[config.mk]
export PLATFORM = sky130hd
export DESIGN_NAME = rmru_ctrl
export DESIGN_NICKNAME = d
export VERILOG_FILES = /design/src/hdl/rmru_pkg.sv /design/src/hdl/rmru_ctrl.sv
export SDC_FILE = /design/constraint.sdc
export NUM_CORES = 1
export LEC_CHECK = 0
export BUFFER_PORTS_ARGS = -buffer_cell sky130_fd_sc_hd__buf_2
export CORE_AREA = 2 2 39 41
export DETAILED_ROUTE_END_ITERATION = 7
export DIE_AREA = 0 0 41 43
export HOLD_SLACK_MARGIN = 0.12
export PLACE_DENSITY = 0.54
export SLEW_MARGIN = 20
export SYNTH_ARGS = -nofsm -noshare
export SYNTH_HDL_FRONTEND = slang
export SYNTH_SLANG_ARGS = --single-unit
[constraint.sdc]
create_clock -name clk -period 1.54 [get_ports clk]
set_clock_uncertainty 0.2 [all_clocks]
set_input_delay 0.154 -clock clk [delete_from_list [all_inputs] [get_ports clk]]
set_output_delay 0.154 -clock clk [all_outputs]
set_load 0.005 [all_outputs]
[src/hdl/rmru_pkg.sv]
`default_nettype none
package rmru_pkg;
  localparam int MaxRegions = 16;
  localparam int IdxW = $clog2(MaxRegions);
  localparam int CntW = IdxW + 1;
  localparam int AddrW = 64;
  localparam int KindW = 4;

  typedef enum logic [3:0] {
    ST_IDLE,
    ST_CLR,
    ST_WALK,
    ST_TAIL,
    ST_SORT,
    ST_COPY,
    ST_EMIT
  } rmru_state_t;

  typedef struct packed {
    logic load;
    logic clr;
    logic walk;
    logic tail;
    logic sort;
    logic copy;
    logic emit;
  } rmru_cmd_t;

  typedef struct packed {
    logic paint;
    logic walk_done;
    logic sort_done;
    logic copy_done;
    logic emit_done;
  } rmru_sts_t;
endpackage
`default_nettype wire

[src/hdl/rmru_ctrl.sv]
`default_nettype none
module rmru_ctrl (
  input  wire logic              clk,
  input  wire logic              rst_n,
  input  wire logic              start,
  input  wire rmru_pkg::rmru_sts_t sts,
  output logic                   busy,
  output rmru_pkg::rmru_cmd_t    cmd
);
  import rmru_pkg::*;

  rmru_state_t state_r, state_nxt;

  always_ff @(posedge clk) begin
    if (!rst_n) state_r <= ST_IDLE;
    else state_r <= state_nxt;
  end

  always_comb begin
    state_nxt = state_r;
    cmd = '0;
    busy = 1'b1;
    unique case (state_r)
      ST_IDLE: begin
        busy = 1'b0;
        if (start) begin
          cmd.load = 1'b1;
          state_nxt = ST_CLR;
        end
      end
      ST_CLR: begin
        cmd.clr = 1'b1;
        state_nxt = sts.paint ? ST_WALK : ST_EMIT;
      end
      ST_WALK: begin
        cmd.walk = 1'b1;
        if (sts.walk_done) state_nxt = ST_TAIL;
      end
      ST_TAIL: begin
        cmd.tail = 1'b1;
        state_nxt = ST_SORT;
      end
      ST_SORT: begin
        cmd.sort = 1'b1;
        if (sts.sort_done) state_nxt = ST_COPY;
      end
      ST_COPY: begin
        cmd.copy = 1'b1;
        if (sts.copy_done) state_nxt = ST_EMIT;
      end
      ST_EMIT: begin
        cmd.emit = 1'b1;
        if (sts.emit_done) state_nxt = ST_IDLE;
      end
      default: state_nxt = ST_IDLE;
    endcase
  end
endmodule
`default_nettype wire

# Yosys cells after proc, flatten, opt, wreduce, memory -nomap -nowiden
# Cells that the tools add are included.
# W data, S select, Z words.
# op_classes
n_eq_ne	11
reduce_logical	2
mux	16
# op_table
operator	count
$pmux W4 S7	1
$mux W4	5
$eq A4 B3 Y1 const B	3
$ne A2 B2 Y1 const B	5
$mux W1	9
$eq A4 B2 Y1 const B	2
$reduce_and A5 Y1	1
$eq A4 B1 Y1 const B	1
$logic_not A4 Y1	1
$mux W3	1
# word_totals
output_inout_bits	8
wordCells	30
reg_bits	4

# Logic depth before layout (Yosys ltp)
# Gate-level depths: netlist of run 1.
# logic_depth
ltp_word	3
ltp_mapped	5
mapped_depth_nobuf	4

# Worst setup path before layout of run 1
# Ideal clock, no wire load.
# synth_path
path_type	register to output
from	register state_r[0]
to	output cmd[6] (netlist bit)
path_buffers	1
stages_incl_launch_ff	4
arrival_time_ns	0.952
t_required_ns	1.186
setup_slack_ns	0.234
path_cell_list	dfxtp_1 > buf_4 > or3_1 > nor2_1
# synth_lines
item	line_no	rtl
from (decl)	rmru_ctrl.sv:12	rmru_state_t state_r, state_nxt;
from (signal assigned)	rmru_ctrl.sv:16	else state_r <= state_nxt;
to (decl)	rmru_ctrl.sv:8	output rmru_pkg::rmru_cmd_t cmd

==> reports/summary.txt, run 1 <==
Min cycle time layout = 1490 ps
CTS tree = done
Slew margin rel. = 0.801
Required @ worst endpoint = 1190 ps
Clk sinks = 3
# DRC = 0
Fin crit share = 0.967
Power share of the clock group = 0.230
Top-count cell post-synth = nand2_1
Total core area = 1380 um^2
Area contributors post-synth = dfxtp_1 (24%), o32ai_2 (6.4%), nand2_1 (5.9%)
Netlist cell types = 22
Tightest Hold Check Type = in -> reg
Antenna diodes = 0
FP Rows = 14
Post-Place Cells = 64
WHS Path Cells = 4
Setup_tns = 0 ps
Pwr Density = 1380 nW/um^2
Outcome = finished clean
TritonRoute pass-1 iters = 4
Initial antenna violation count = 0
Most flop-heavy register = state_r
R2R cell count = 4
Final Max Tran Viols = 0
P&R area growth vs syn = 69.6%
Achievable Freq = 672 MHz
Vias in the first global route = 230
Yosys top cell area share = 0.235
GPL Wtd Cong = 0.723
Post-route setup slack = 51.3 ps
FF+latch count, synth = 3
EDFF count, synth = 0
P_int = 384 uW
Combinational Power Share = 0.509
DR vias = 308
Worst-path maximum fanout = 4
Share of synthesized registers carrying an async set or reset = 0
Die W = 41 um
Crit path kind = reg -> out
Tot GR Track Use = 0.0913
Final hold violations = 0
Routed len/inst = 8.73 um
Post-DP HPWL = 481 um
# H-tree levels = 1
Post-Syn Area per Cell = 7.29 um^2
Warnings from Yosys = 0
IO Pins = 16
Maximum VDD drop = 0.372 mV
Worst Setup Start Kind = flop
Switching pwr = 213 uW
Power, Total = 597 uW
Clock transition at path regs = 40 ps
Routed Antenna Nets = 0
Max reg flops = 3
Leakage = 0.209 nW
Detailed Route Iter0 Violations = 6
Grt ovf = 0
Layout cells sized above 1 = 0.500
Final non-filler cell total = 74
Net count, final = 67
CP arrival = 1130 ps
Top flop regs = state_r (3)
Max-Cap Viols = 0
Worst-Margin Slew = 298 ps
Seq/Total Area, Yosys = 0.235
Largest net degree at the start of global routing = 13
Top cells by count, synth = nand2_1 (4), dfxtp_1 (3), inv_1 (3), nor2_1 (3)
Die area = 1760 um^2
Die Height = 43 um
IO Port Bufs = 15
Worst-case clock buffer depth = 2
Cells after Synth = 35
Via density = 4.16
Placed inst area = 338 um^2
Sw Share = 0.357
CTS buffer count = 3
Global-route wire length before repair = 952 um
Final count of negative-setup-slack endpoints = 0
Root Driver = clkbuf_4
RSZ-0062 raised after global routing = true
Synth area leader = dfxtp_1
Worst Setup End Kind = output pin
Flop pwr share = 0.261
Place WS = 47.3 ps
Cell Area, Synth = 255 um^2
Most used flip-flop cell after synthesis = dfxtp_1
Syn nets = 43
Final WL = 646 um
Starting Density = 0.184
Clock latency on the worst-skew pair = 230 ps
Finished Cell Area = 433 um^2
cell usage in the layout (no fill, tap or decap):
| master | count |
|---|---|
| and2_1 | 2 |
| nor3b_1 | 1 |
| dfxtp_4 | 2 |
| nor2_1 | 2 |
| and2b_1 | 1 |
| nor3_1 | 1 |
| or3_4 | 1 |
| nor2b_4 | 1 |
| o21ai_0 | 2 |
| nor2b_1 | 1 |
| mux2i_1 | 1 |
| dlygate4sd3_1 | 3 |
| buf_4 | 3 |
| inv_1 | 3 |
| nand2_2 | 1 |
| clkbuf_4 | 3 |
| buf_2 | 15 |
| nand2b_1 | 2 |
| nor2_2 | 1 |
| o32ai_2 | 1 |
| a21oi_1 | 2 |
| o31ai_1 | 1 |
| a21boi_0 | 1 |
| nand2_1 | 4 |
| dfxtp_2 | 1 |
| clkbuf_1 | 1 |
| nand4_1 | 1 |
final cells by class:
cell class / count / area [um^2]
timing repair buffer: 21 / 128
sequential: 3 / 68.8
inverter: 3 / 11.3
tap: 16 / 20.0
multi-input combinational: 27 / 179
clock buffer: 4 / 26.3
fill: 162 / 951
cells by family (layout without fill, tap and decap cells):
| family | after synthesis | after routing | share of synthesized area |
|---|---|---|---|
| DFF | 3 | 3 | 0.235 |
| AOI/OAI and AO/OA | 7 | 7 | 0.201 |
| muxes | 1 | 1 | 0.0392 |
| buffers and inverters | 5 | 28 | 0.0931 |
| and+or+nand+nor | 19 | 19 | 0.431 |
path summary, 6_finish.rpt:
path / slack [ps] / startpoint / end
setup / recovery: 50 / state_r[0] / cmd[6]
hold reg to reg: 340 / state_r[2] / state_r[2]
setup reg to reg: 100 / state_r[0] / state_r[2]
hold / removal: 120 / sts[4] / state_r[2]
power groups by stage:
stage / Combinational, mW / Sequential [mW] / Clock, mW
2_1_floorplan: 0.198 / 0.120 / 0
3_3_place_gp: 0.223 / 0.163 / 0
3_5_place_dp: 0.223 / 0.168 / 0
4_1_cts: 0.230 / 0.176 / 0.145
5_1_grt: 0.342 / 0.161 / 0.161
6_report: 0.304 / 0.156 / 0.138
through the flow:
stage	utilization	hold slack, ps
6_report	0.313	122
5_1_grt	0.313	169
4_1_cts	0.289	134
3_3_place_gp	0.244	258
3_5_place_dp	0.244	255
2_1_floorplan	-	104
worst max-delay path, stage by stage (launching register included):
cell     delay, ps
dfxtp_4        340
or3_4          390
nor2_2          70
buf_2          100
metal layers:
metal  track usage  wire [um]
met1         0.103        317
met3        0.0785         72
met4        0.0600          0
met5             0          0
met2         0.109        255
what timing repair did:
| action | CTS | global route |
|---|---|---|
| endpoints found under the setup margin | 4 | 1 |
| pin swaps | 1 | 1 |
| hold buffers | 3 | 0 |
| setup buffers | 0 | 3 |
| endpoints found under the hold margin | 3 | 0 |
| gates resized for setup | 4 | 3 |
Power figures use the tool's default switching activity.
==> run 2, diff against run 1 <==
--- a/config.mk
+++ b/config.mk
@@ -5,12 +5,13 @@
 export SDC_FILE = /design/constraint.sdc
 export NUM_CORES = 1
 export LEC_CHECK = 0
+export ABC_AREA = 1
 export BUFFER_PORTS_ARGS = -buffer_cell sky130_fd_sc_hd__buf_2
 export CORE_AREA = 2 2 39 41
 export DETAILED_ROUTE_END_ITERATION = 7
 export DIE_AREA = 0 0 41 43
 export HOLD_SLACK_MARGIN = 0.12
-export PLACE_DENSITY = 0.54
+export PLACE_DENSITY = 0.61
 export SLEW_MARGIN = 20
 export SYNTH_ARGS = -nofsm -noshare
 export SYNTH_HDL_FRONTEND = slang
==> reports/summary.txt, run 2 <==
Die area = 1760 um^2 (unchanged)
WP depth = 3 (unchanged)
Worst-Margin Slew = 213 ps (-85.0 ps)
Die Height = 43 um (unchanged)
# DRC = 0 (unchanged)
Yosys top cell area share = 0.176 (-0.0595)
R2R cell count = 8 (+4)
Outcome = finished clean
Ordered list of cells on the worst path = buf_4 > nor3_1 > buf_2
CTS buffer count = 3 (unchanged)
Leakage = 0.282 nW (+35%)
Slew margin rel. = 0.858 (+0.0566)
Reg-to-Reg End = state_r[2]
Clock transition at path regs = 30 ps (about the same)
Most frequent cells in the layout = buf_2 (15), nand2_1 (9), inv_1 (8)
Top cells by count, synth = nand2_1 (9), inv_1 (8), nand3_1 (6), nor2_1 (6)
Starting Density = 0.247 (+0.0624)
Cells after Synth = 55 (+57%)
Worst Setup Start Kind = flop
Max reg flops = 3 (unchanged)
Worst path max stage delay = 370 ps (-20 ps)
Warnings from Yosys = 0 (unchanged)
Worst-case clock buffer depth = 2 (unchanged)
Total core area = 1380 um^2 (unchanged)
Netlist cell types = 18 (-18%)
Clock latency on the worst-skew pair = 230 ps (about the same)
TritonRoute pass-1 iters = 4 (unchanged)
Required @ worst endpoint = 1190 ps (about the same)
GPL Wtd Cong = 0.811 (+12%)
Reg2reg start = state_r[2]
# H-tree levels = 1 (unchanged)
Largest net degree at the start of global routing = 9 (-4)
Initial antenna violation count = 0 (unchanged)
Via density = 4.16 (about the same)
Die W = 41 um (unchanged)
WP buf/inv = 2 (+1)
Most used flip-flop cell after synthesis = dfxtp_1
Seq/Total Area, Yosys = 0.176 (-0.0595)
Setup_tns = 0 ps (unchanged)
Share of synthesized registers carrying an async set or reset = 0 (unchanged)
Final Max Tran Viols = 0 (unchanged)
Setup crit end = cmd[2]
Most common cell after layout, fill and taps aside = buf_2
Net count, final = 84 (+25%)
Crit path max-delay family = flip-flops
Grt ovf = 0 (unchanged)
FP Rows = 14 (unchanged)
Achievable Freq = 706 MHz (+5.1%)
Pwr Density = 2110 nW/um^2 (+53%)
Post-DP HPWL = 583 um (+21%)
Maximum VDD drop = 0.652 mV (+75%)
Max stage delay cell, worst path = dfxtp_2
Vias in the first global route = 329 (+43%)
Routed Antenna Nets = 0 (unchanged)
Final WL = 680 um (+5.3%)
Synth area leader = dfxtp_1
Area contributors post-synth = dfxtp_1 (18%), nand2_1 (9.9%), nand3_1 (8.8%)
Worst setup path startpoint = state_r[0]
Root Driver = clkbuf_4
Routed len/inst = 7.47 um (-14%)
Detailed Route Iter0 Violations = 5 (-1)
Top flop regs = state_r (3)
CTS tree = done
Syn nets = 63 (+47%)
IO Port Bufs = 15 (unchanged)
Tot GR Track Use = 0.0993 (+0.00802)
IO Pins = 16 (unchanged)
FF+latch count, synth = 3 (unchanged)
DR vias = 379 (+23%)
Area of the multi-input gates = 214 um^2 (+20%)
Global-route wire length before repair = 1220 um (+28%)
Hold_ws = 159 ps (+37.0 ps)
Worst Setup End Kind = output pin
Antenna diodes = 0 (unchanged)
Layout cells sized above 1 = 0.480 (-0.0200)
EDFF count, synth = 0 (unchanged)
Fin crit share = 0.920 (-0.0469)
RSZ-0062 raised after global routing = false
Clk sinks = 3 (unchanged)
Final hold violations = 0 (unchanged)
Min cycle time layout = 1420 ps (-72.2 ps)
Tightest Hold Check Type = in -> reg
CP arrival = 1060 ps (-70 ps)
P&R area growth vs syn = 40.7%
Layout Utilization = 0.347 (+0.0344)
FILL cells = 158 (-2.5%)
Flip-flop and latch area = 62.6 um^2 (-9.1%)
Worst-path maximum fanout = 7 (+3)
Max-Cap Viols = 0 (unchanged)
Final count of negative-setup-slack endpoints = 0 (unchanged)
Cell Area, Synth = 342 um^2 (+34%)
Most flop-heavy register = state_r
Top-count cell post-synth = nand2_1
Reg2Reg Setup Slack = 200 ps (+100 ps)
Post-Syn Area per Cell = 6.21 um^2 (-15%)
Crit path kind = reg -> out
run 2: per-layer routing:
layer,GRT usage,part of all wire
met5,0,0
met4,0.0600,0
met3,0.0157,0.063
met2,0.138,0.45
met1,0.138,0.48
run 2: kinds of logic after synthesis:
| logic type | count (synthesis) | synth area share |
|---|---|---|
| DFF | 3 | 0.176 |
| AOI/OAI and AO/OA | 4 | 0.0732 |
| and+or+nand+nor | 34 | 0.553 |
| buffers and inverters | 14 | 0.198 |
run 2: final cells by class:
cell class | count | share of cell area
Sequential cell | 3 | 0.130
Timing Repair Buffer | 18 | 0.234
Tap cell | 16 | 0.0417
Inverter | 12 | 0.0937
Multi-Input combinational cell | 38 | 0.445
Clock buffer | 4 | 0.0547
run 2: where the power goes:
group	internal (mW)	switching, mW	total [mW]	leakage, nW
registers	0.125	0.0770	0.202	0.0255
clock network	0.0967	0.0349	0.132	0.0150
logic	0.310	0.368	0.678	0.242
run 2: how the worst min path moves through the flow:
stage                       from          to  depth (start not counted)
after floorplan            rst_n  state_r[1]                          2
after CTS                 sts[0]  state_r[1]                          6
after global routing      sts[1]  state_r[1]                          5
after global placement     rst_n  state_r[1]                          3
final                     sts[0]  state_r[1]                          6
after detailed placement   rst_n  state_r[1]                          3
run 2: stage by stage:
step	setup WS (ps)	total power, mW	instance area, um^2	std cells
2_1_floorplan	292	0.699	342	55
3_3_place_gp	103	0.878	442	86
3_5_place_dp	74.6	0.882	442	86
4_1_cts	15.9	1.02	478	91
5_1_grt	49.0	1.13	480	91
6_report	124	1.01	480	91
run 2: tightest hold or removal path: stages:
cell and delay, ps:
buf_2 70, inv_1 30, nand4_1 120, nand2_1 60
inv_1 60, a21oi_2 50
run 2: repair_timing:
item | 4_1_cts | 5_1_grt
hold endpoints to repair | 3 | 0
setup endpoints to repair | 0 | 6
gates resized for setup | 0 | 2
setup buffers | 0 | 0
hold buffers | 1 | 0
